`config.mk`:
```
export PLATFORM = sky130hd
export DESIGN_NAME = stream_word_replacer_core
export DESIGN_NICKNAME = d
export VERILOG_FILES = /design/src/swr_pkg.sv /design/src/swr_front.sv /design/src/swr_queue.sv /design/src/swr_back.sv /design/src/stream_word_replacer_core.sv
export SDC_FILE = /design/constraint.sdc
export NUM_CORES = 1
export LEC_CHECK = 0
export BUFFER_PORTS_ARGS = -buffer_cell sky130_fd_sc_hd__buf_2
export CAP_MARGIN = 20
export CORE_ASPECT_RATIO = 1.4
export CORE_MARGIN = 1
export CORE_UTILIZATION = 62
export DETAILED_ROUTE_END_ITERATION = 16
export PLACE_DENSITY = 0.8
export SLEW_MARGIN = 20
export SYNTH_ARGS = -nofsm -noshare
export SYNTH_HDL_FRONTEND = slang
export SYNTH_SLANG_ARGS = --single-unit
```
`constraint.sdc`:
```
create_clock -name clk -period 7.3 [get_ports clk]
set_input_delay 1.095 -clock clk [delete_from_list [all_inputs] [get_ports clk]]
set_output_delay 1.095 -clock clk [all_outputs]
set_load 0.005 [all_outputs]
```
`src/swr_pkg.sv`:
```
package swr_pkg;

  localparam int CFG_DATA_W = 64;
  localparam int LEN_W      = 4;

  typedef enum logic [1:0] {
    CFG_PATTERN_BYTES      = 2'd0,
    CFG_PATTERN_LENGTH     = 2'd1,
    CFG_REPLACEMENT_BYTES  = 2'd2,
    CFG_REPLACEMENT_LENGTH = 2'd3
  } cfg_idx_t;

  typedef struct packed {
    logic [CFG_DATA_W-1:0] pattern_bytes;
    logic [LEN_W-1:0]      pattern_length;
    logic [CFG_DATA_W-1:0] replacement_bytes;
    logic [LEN_W-1:0]      replacement_length;
  } cfg_t;

endpackage

```
`src/swr_front.sv`:
```
module swr_front #(
  parameter int MAX_WORD_BYTES = 8,
  parameter int JOB_W          = 69
) (
  input  logic               clk,
  input  logic               rst_n,
  input  swr_pkg::cfg_t      cfg,
  input  logic               in_valid,
  output logic               in_stall,
  input  logic [7:0]         in_text_byte,
  input  logic               in_final_byte,
  input  logic               job_ready,
  output logic               job_push,
  output logic [JOB_W-1:0]   job_word
);
  import swr_pkg::*;

  localparam int DATA_W = MAX_WORD_BYTES * 8;
  localparam int CNT_W  = $clog2(MAX_WORD_BYTES + 1);
  localparam logic [LEN_W-1:0] MaxLen = LEN_W'(MAX_WORD_BYTES);

  logic [7:0]       win_r   [MAX_WORD_BYTES];
  logic [7:0]       win_nxt [MAX_WORD_BYTES];
  logic [7:0]       w1      [MAX_WORD_BYTES];
  logic [CNT_W-1:0] count_r;
  logic [CNT_W-1:0] count_nxt;
  logic [CNT_W-1:0] cnt1;
  logic [CNT_W-1:0] plen;
  logic [CNT_W-1:0] rlen;
  logic [CNT_W-1:0] keep;
  logic [CNT_W-1:0] emit;
  logic [CNT_W-1:0] job_cnt;
  logic [DATA_W-1:0] win_flat;
  logic [DATA_W-1:0] job_data;
  logic             over;
  logic             match;
  logic             hit;
  logic             accept;

  function automatic logic [CNT_W-1:0] clamp_len(input logic [LEN_W-1:0] v);
    return (v > MaxLen) ? CNT_W'(MAX_WORD_BYTES) : CNT_W'(v);
  endfunction

  assign in_stall = !job_ready;
  assign accept   = in_valid && job_ready;

  always_comb begin
    plen = clamp_len(cfg.pattern_length);
    rlen = clamp_len(cfg.replacement_length);
    cnt1 = count_r + 1'b1;
    for (int i = 0; i < MAX_WORD_BYTES; i++) begin
      w1[i] = (CNT_W'(i) == count_r) ? in_text_byte : win_r[i];
      win_flat[8*i +: 8] = w1[i];
    end
    keep  = (plen == '0) ? '0 : plen - 1'b1;
    over  = (plen == '0) || (cnt1 > plen);
    match = 1'b1;
    for (int i = 0; i < MAX_WORD_BYTES; i++) begin
      if ((CNT_W'(i) < plen) && (w1[i] != cfg.pattern_bytes[8*i +: 8])) begin
        match = 1'b0;
      end
    end
    hit = !over && (cnt1 == plen) && match;
    if (in_final_byte) begin
      emit = cnt1;
    end else if (over) begin
      emit = cnt1 - keep;
    end else if ((cnt1 == plen) && !hit) begin
      emit = CNT_W'(1);
    end else begin
      emit = '0;
    end
    count_nxt = (hit || in_final_byte) ? '0 : cnt1 - emit;
    for (int i = 0; i < MAX_WORD_BYTES; i++) begin
      win_nxt[i] = '0;
      for (int k = 0; k <= MAX_WORD_BYTES; k++) begin
        if (i + k < MAX_WORD_BYTES) begin
          if (emit == CNT_W'(k)) begin
            win_nxt[i] = w1[i + k];
          end
        end
      end
    end
    job_data = hit ? cfg.replacement_bytes[DATA_W-1:0] : win_flat;
    job_cnt  = hit ? rlen : emit;
  end

  assign job_word = {in_final_byte, job_cnt, job_data};
  assign job_push = accept && ((job_cnt != '0) || in_final_byte);

  always_ff @(posedge clk) begin
    if (!rst_n) begin
      count_r <= '0;
    end else if (accept) begin
      count_r <= count_nxt;
    end
  end

  always_ff @(posedge clk) begin
    if (accept) begin
      win_r <= win_nxt;
    end
  end

endmodule

```
`src/swr_queue.sv`:
```
module swr_queue #(
  parameter int WIDTH = 69
) (
  input  logic             clk,
  input  logic             rst_n,
  input  logic             push,
  input  logic [WIDTH-1:0] push_word,
  output logic             not_full,
  input  logic             pop,
  output logic             not_empty,
  output logic [WIDTH-1:0] head_word
);

  logic [WIDTH-1:0] mem [2];
  logic             wr_ptr_r;
  logic             rd_ptr_r;
  logic [1:0]       fill_r;
  logic             do_push;
  logic             do_pop;

  assign not_full  = (fill_r != 2'd2);
  assign not_empty = (fill_r != 2'd0);
  assign head_word = mem[rd_ptr_r];
  assign do_push   = push && not_full;
  assign do_pop    = pop && not_empty;

  always_ff @(posedge clk) begin
    if (!rst_n) begin
      wr_ptr_r <= 1'b0;
      rd_ptr_r <= 1'b0;
      fill_r   <= 2'd0;
    end else begin
      if (do_push) begin
        wr_ptr_r <= !wr_ptr_r;
      end
      if (do_pop) begin
        rd_ptr_r <= !rd_ptr_r;
      end
      fill_r <= fill_r + {1'b0, do_push} - {1'b0, do_pop};
    end
  end

  always_ff @(posedge clk) begin
    if (do_push) begin
      mem[wr_ptr_r] <= push_word;
    end
  end

endmodule

```
`src/swr_back.sv`:
```
module swr_back #(
  parameter int MAX_WORD_BYTES = 8,
  parameter int JOB_W          = 69
) (
  input  logic             clk,
  input  logic             rst_n,
  input  logic             head_valid,
  input  logic [JOB_W-1:0] head_word,
  output logic             pop,
  output logic             out_valid,
  input  logic             out_stall,
  output logic [7:0]       out_result_byte,
  output logic             out_byte_present,
  output logic             out_run_end,
  output logic             out_stream_done
);

  localparam int DATA_W = MAX_WORD_BYTES * 8;
  localparam int CNT_W  = $clog2(MAX_WORD_BYTES + 1);

  logic              busy_r;
  logic [DATA_W-1:0] data_r;
  logic [CNT_W-1:0]  rem_r;
  logic              last_r;
  logic              bare_r;
  logic              out_valid_r;
  logic [7:0]        out_byte_r;
  logic              out_present_r;
  logic              out_end_r;
  logic              out_done_r;
  logic              out_free;
  logic              finishing;
  logic              load;
  logic [DATA_W-1:0] head_data;
  logic [CNT_W-1:0]  head_cnt;
  logic              head_last;

  assign {head_last, head_cnt, head_data} = head_word;

  assign out_free  = !out_valid_r || !out_stall;
  assign finishing = busy_r && out_free && (rem_r == CNT_W'(1));
  assign load      = head_valid && (!busy_r || finishing);
  assign pop       = load;

  always_ff @(posedge clk) begin
    if (!rst_n) begin
      busy_r      <= 1'b0;
      out_valid_r <= 1'b0;
    end else begin
      if (out_free) begin
        out_valid_r <= busy_r;
      end
      if (load) begin
        busy_r <= 1'b1;
      end else if (finishing) begin
        busy_r <= 1'b0;
      end
    end
  end

  always_ff @(posedge clk) begin
    if (busy_r && out_free) begin
      out_byte_r    <= bare_r ? 8'd0 : data_r[7:0];
      out_present_r <= !bare_r;
      out_end_r     <= (rem_r == CNT_W'(1));
      out_done_r    <= (rem_r == CNT_W'(1)) && last_r;
    end
    if (load) begin
      data_r <= head_data;
      rem_r  <= (head_cnt == '0) ? CNT_W'(1) : head_cnt;
      last_r <= head_last;
      bare_r <= (head_cnt == '0);
    end else if (busy_r && out_free) begin
      data_r <= data_r >> 8;
      rem_r  <= rem_r - 1'b1;
    end
  end

  assign out_valid        = out_valid_r;
  assign out_result_byte  = out_byte_r;
  assign out_byte_present = out_present_r;
  assign out_run_end      = out_end_r;
  assign out_stream_done  = out_done_r;

endmodule

```
`src/stream_word_replacer_core.sv`:
```
// channel | ports                                         | direction
// input   | in_valid, in_stall, in_text_byte, in_final_byte | into the block
// result  | out_valid, out_stall, out_result_byte,          | out of the block
//         | out_byte_present, out_run_end, out_stream_done  |
// config  | cfg_we, cfg_index, cfg_wdata                  | into the block, write only
//
// an item that yields at most one result: one item per cycle sustained while out_stall is low
// an item that yields n results holds the output side until all n are sent (n up to MAX_WORD_BYTES)
// a two-entry job queue between window logic and output serializer absorbs bursts
// results pass through the job queue, then the serializer's word register, then its output register
// synchronous active-low reset clears config, window count, queue and output valid
module stream_word_replacer_core #(
  parameter int MAX_WORD_BYTES = 8
) (
  input  logic                               clk,
  input  logic                               rst_n,
  input  logic                               cfg_we,
  input  swr_pkg::cfg_idx_t                  cfg_index,
  input  logic [swr_pkg::CFG_DATA_W-1:0]     cfg_wdata,
  input  logic                               in_valid,
  output logic                               in_stall,
  input  logic [7:0]                         in_text_byte,
  input  logic                               in_final_byte,
  output logic                               out_valid,
  input  logic                               out_stall,
  output logic [7:0]                         out_result_byte,
  output logic                               out_byte_present,
  output logic                               out_run_end,
  output logic                               out_stream_done
);
  import swr_pkg::*;

  localparam int DATA_W = MAX_WORD_BYTES * 8;
  localparam int CNT_W  = $clog2(MAX_WORD_BYTES + 1);
  localparam int JOB_W  = DATA_W + CNT_W + 1;

  cfg_t             cfg_r;
  logic             job_push;
  logic [JOB_W-1:0] job_word;
  logic             q_not_full;
  logic             q_not_empty;
  logic [JOB_W-1:0] q_head;
  logic             q_pop;

  always_ff @(posedge clk) begin
    if (!rst_n) begin
      cfg_r <= '0;
    end else if (cfg_we) begin
      unique case (cfg_index)
        CFG_PATTERN_BYTES:      cfg_r.pattern_bytes      <= cfg_wdata;
        CFG_PATTERN_LENGTH:     cfg_r.pattern_length     <= cfg_wdata[LEN_W-1:0];
        CFG_REPLACEMENT_BYTES:  cfg_r.replacement_bytes  <= cfg_wdata;
        CFG_REPLACEMENT_LENGTH: cfg_r.replacement_length <= cfg_wdata[LEN_W-1:0];
        default: ;
      endcase
    end
  end

  swr_front #(
    .MAX_WORD_BYTES(MAX_WORD_BYTES),
    .JOB_W         (JOB_W)
  ) u_front (
    .clk          (clk),
    .rst_n        (rst_n),
    .cfg          (cfg_r),
    .in_valid     (in_valid),
    .in_stall     (in_stall),
    .in_text_byte (in_text_byte),
    .in_final_byte(in_final_byte),
    .job_ready    (q_not_full),
    .job_push     (job_push),
    .job_word     (job_word)
  );

  swr_queue #(
    .WIDTH(JOB_W)
  ) u_queue (
    .clk      (clk),
    .rst_n    (rst_n),
    .push     (job_push),
    .push_word(job_word),
    .not_full (q_not_full),
    .pop      (q_pop),
    .not_empty(q_not_empty),
    .head_word(q_head)
  );

  swr_back #(
    .MAX_WORD_BYTES(MAX_WORD_BYTES),
    .JOB_W         (JOB_W)
  ) u_back (
    .clk             (clk),
    .rst_n           (rst_n),
    .head_valid      (q_not_empty),
    .head_word       (q_head),
    .pop             (q_pop),
    .out_valid       (out_valid),
    .out_stall       (out_stall),
    .out_result_byte (out_result_byte),
    .out_byte_present(out_byte_present),
    .out_run_end     (out_run_end),
    .out_stream_done (out_stream_done)
  );

  a_done_has_end: assert property (@(posedge clk) disable iff (!rst_n)
    out_valid && out_stream_done |-> out_run_end)
    else $error("stream end without run end");

  a_bare_is_final: assert property (@(posedge clk) disable iff (!rst_n)
    out_valid && !out_byte_present |-> out_stream_done && (out_result_byte == 8'd0))
    else $error("bare end marker not final or not zero");

  a_reset_clears_out: assert property (@(posedge clk)
    !rst_n |=> !out_valid)
    else $error("result valid right after reset");

endmodule

```
==> out/results.ini <==
[finish]
seq_area_um2=11400
syn_to_final_growth_pct=9.65
drive_above_1_share_pct=11.1
multi_input_area_um2=8730
final_nets=2255
antenna_cells=0
nFillCells=2543

[sta]
fmax_mhz=178
relSlewSlack_pct=26.6
period_needed_ns=5.62
finalCritPeriodShare_pct=77.0
drv_slew=0
timing.hold.ws_ns=0.459
rsz0062_at_grt=no
timing.setup.tns_ns=0
worst-slew-pin-transition_ns=1.07
hold_viol_final=0
finClkSkew_ns=0.0311
setup_slack_ns=1.68
setup_violations=0

[critical_path]
critPathMaxStageDelay_ns=0.82
end_kind=register
critPathMostFrequentCell=mux2i_1
crit_path_start_kind=register
cp_max_fo=69
worst-path-buf-inv=2
cp_cell_sequence=inv_1, ha_1, nand3b_4, mux2i_1, xnor2_1, nor4_1, nand4_1, a211oi_2, nand4_4, mux2i_1, a21oi_1, and2_2, buf_4
worst-setup-path-type=reg2reg
regToRegSetupSlack_ns=1.68
cp_data_arrival_time_ns=5.81
slowest_stage=mux2i_1
crit_family=simple AND/OR/NAND/NOR gates
required_ns=7.49

[floorplanning]
placeableCoreArea_um2=33300
die_x_um=157
dieArea_um2=34600
ios=93
rows=79
initial_utilization_pct=62.9
die_h_um=220

[logic_synthesis]
ys_ff_latch=430
synth.most_common_cell=nand2_1
syn_avg_cell_area_um2=9.83
synthTopCellsByCount=nand2_1 (377), edfxtp_1 (283), a21oi_1 (267), nor2_1 (161), dfxtp_1 (147)
synth-async-reset-ratio_pct=0
synth_cell_types=80
yosys_warnings=0
synthesis.nets=2232
ys_seq_area_share_pct=54.6
synth_cells=2132
synth_area_um2=21000
synth_top_area_share_pct=40.5
yosysTopAreaCell=edfxtp_1
synth.area.top_cells=edfxtp_1 (41%), dfxtp_1 (14%), nand2_1 (6.7%)
synth-edff-count=283
synth_flop_cell=edfxtp_1

[global_route]
grt_pass1_wl_um=102000
track_usage_pct=40.7
grt_pass1_vias=16600
grt_antenna_before_repair=0
grt_max_degree=112
grt-ovfl-total=0

[routing]
vias=17400
drc=0
wl_per_cell_um=26.5
dr.pass1.iters=9
drt.antenna.violating_nets=0
routed_via_density=6.60
drt_first_iter_violations=2142
wl_um=69800

[run]
max-cap-violations=0

[clock_network]
cts_max_path_buffers=3
cts_resized=0
cts_setup_buffers=0
clockRootBuffer=clkbuf_16
cts_tree=built
cts_buffers=40
cts-htree-levels=2
ctsHoldBuffers=0
clock_latency_ns=0.58
path_clk_slew_ns=0.06
cts_sinks=430

[placement]
portBuffers=92
gp_congestion=1.05
dp_hpwl_um=47700
pre_cts_ws_ns=1.71

[power_and_ir_drop]
powerDensity_nw_per_um2=364
leakage_nw=8.58
vdd_drop_max_mv=0.253

[min_path]
hold_class=reg2reg

[run_status]
status=finished, final reports clean

-- per-layer routing --
layer | up-vias | part of all wire [%] | track usage (%)
met5 | - | 0 | 0
met3 | 280 | 9.8 | 7.34
li1 | 7701 | - | -
met4 | 0 | 8.0 | 29.2
met2 | 1118 | 47 | 65.4
met1 | 8275 | 35 | 49.2
-- worst paths after layout --
| kind | from | end | cells past startpoint |
|---|---|---|---|
| setup / recovery | u_front.count_r[0] | u_queue.mem[1][25] | 13 |
| hold / removal | cfg_r[20] | cfg_r[20] | 2 |
| setup reg to reg | u_front.count_r[0] | u_queue.mem[1][25] | 13 |
| hold reg to reg | cfg_r[20] | cfg_r[20] | 2 |
-- layout make-up --
type	count	area share (%)
clock buffers	57	4.95
clock inverters	17	0.528
inverters	61	1.01
multi-input cells	1490	38.0
flip-flops and latches	430	49.8
well taps	445	2.42
repair buffers	132	3.31
-- cells by family after synthesis --
group,after synthesis,share of synthesized area [%]
compound gates,563,15.9
xor+xnor,48,2.01
simple gates,715,15.0
flops,430,54.6
fa+ha+maj,20,1.27
mux,144,7.18
buf+inv,212,4.10
-- sequential cells by signal (all words and copies together) (netlist names), 2 cells and up, named ones only --
| register | flops |
|---|---|
| u_queue.mem | 138 |
| cfg_r | 136 |
| u_back.data_r | 64 |
| u_front.win_r | 64 |
| u_back.out_result_byte | 8 |
| u_back.rem_r | 4 |
| u_front.count_r | 4 |
| u_queue.fill_r | 2 |
-- placed cells by master (no fill, tap or decap), types with 18 or more instances in the layout --
cell / instances
inv_1: 57
nor3_1: 23
buf_2: 92
xnor2_1: 25
o21ai_0: 119
dfxtp_1: 146
o22ai_1: 32
edfxtp_1: 283
nand3_1: 32
or3_1: 20
ha_1: 18
nor2b_1: 31
clkbuf_16: 42
xor2_1: 23
mux2i_1: 127
nor2_1: 159
a21oi_1: 267
o221ai_1: 18
nand2_1: 377
buf_4: 40
a31oi_1: 23
-- worst min-delay path, stage by stage, from the launching register on --
cell and delay (ns):
dfxtp_1 0.31, nand2_1 0.05, a21oi_1 0.05
-- metrics by stage --
stage / power, mW / instances / instance area [µm²] / util (%)
after global placement: 6.19 / 2558 / 21700 / 65.2
after CTS: 8.31 / 2632 / 23000 / 69.0
after floorplan: 5.30 / 2132 / 21000 / -
after global routing: 8.68 / 2632 / 23000 / 69.0
final: 8.38 / 2632 / 23000 / 69.0
after detailed placement: 6.27 / 2558 / 21700 / 65.2
-- power breakdown --
part / internal, mW / switching [mW]
registers: 3.45 / 0.302
logic: 0.799 / 1.79
clock network: 1.10 / 0.937
(Power assumes the default switching activity.)
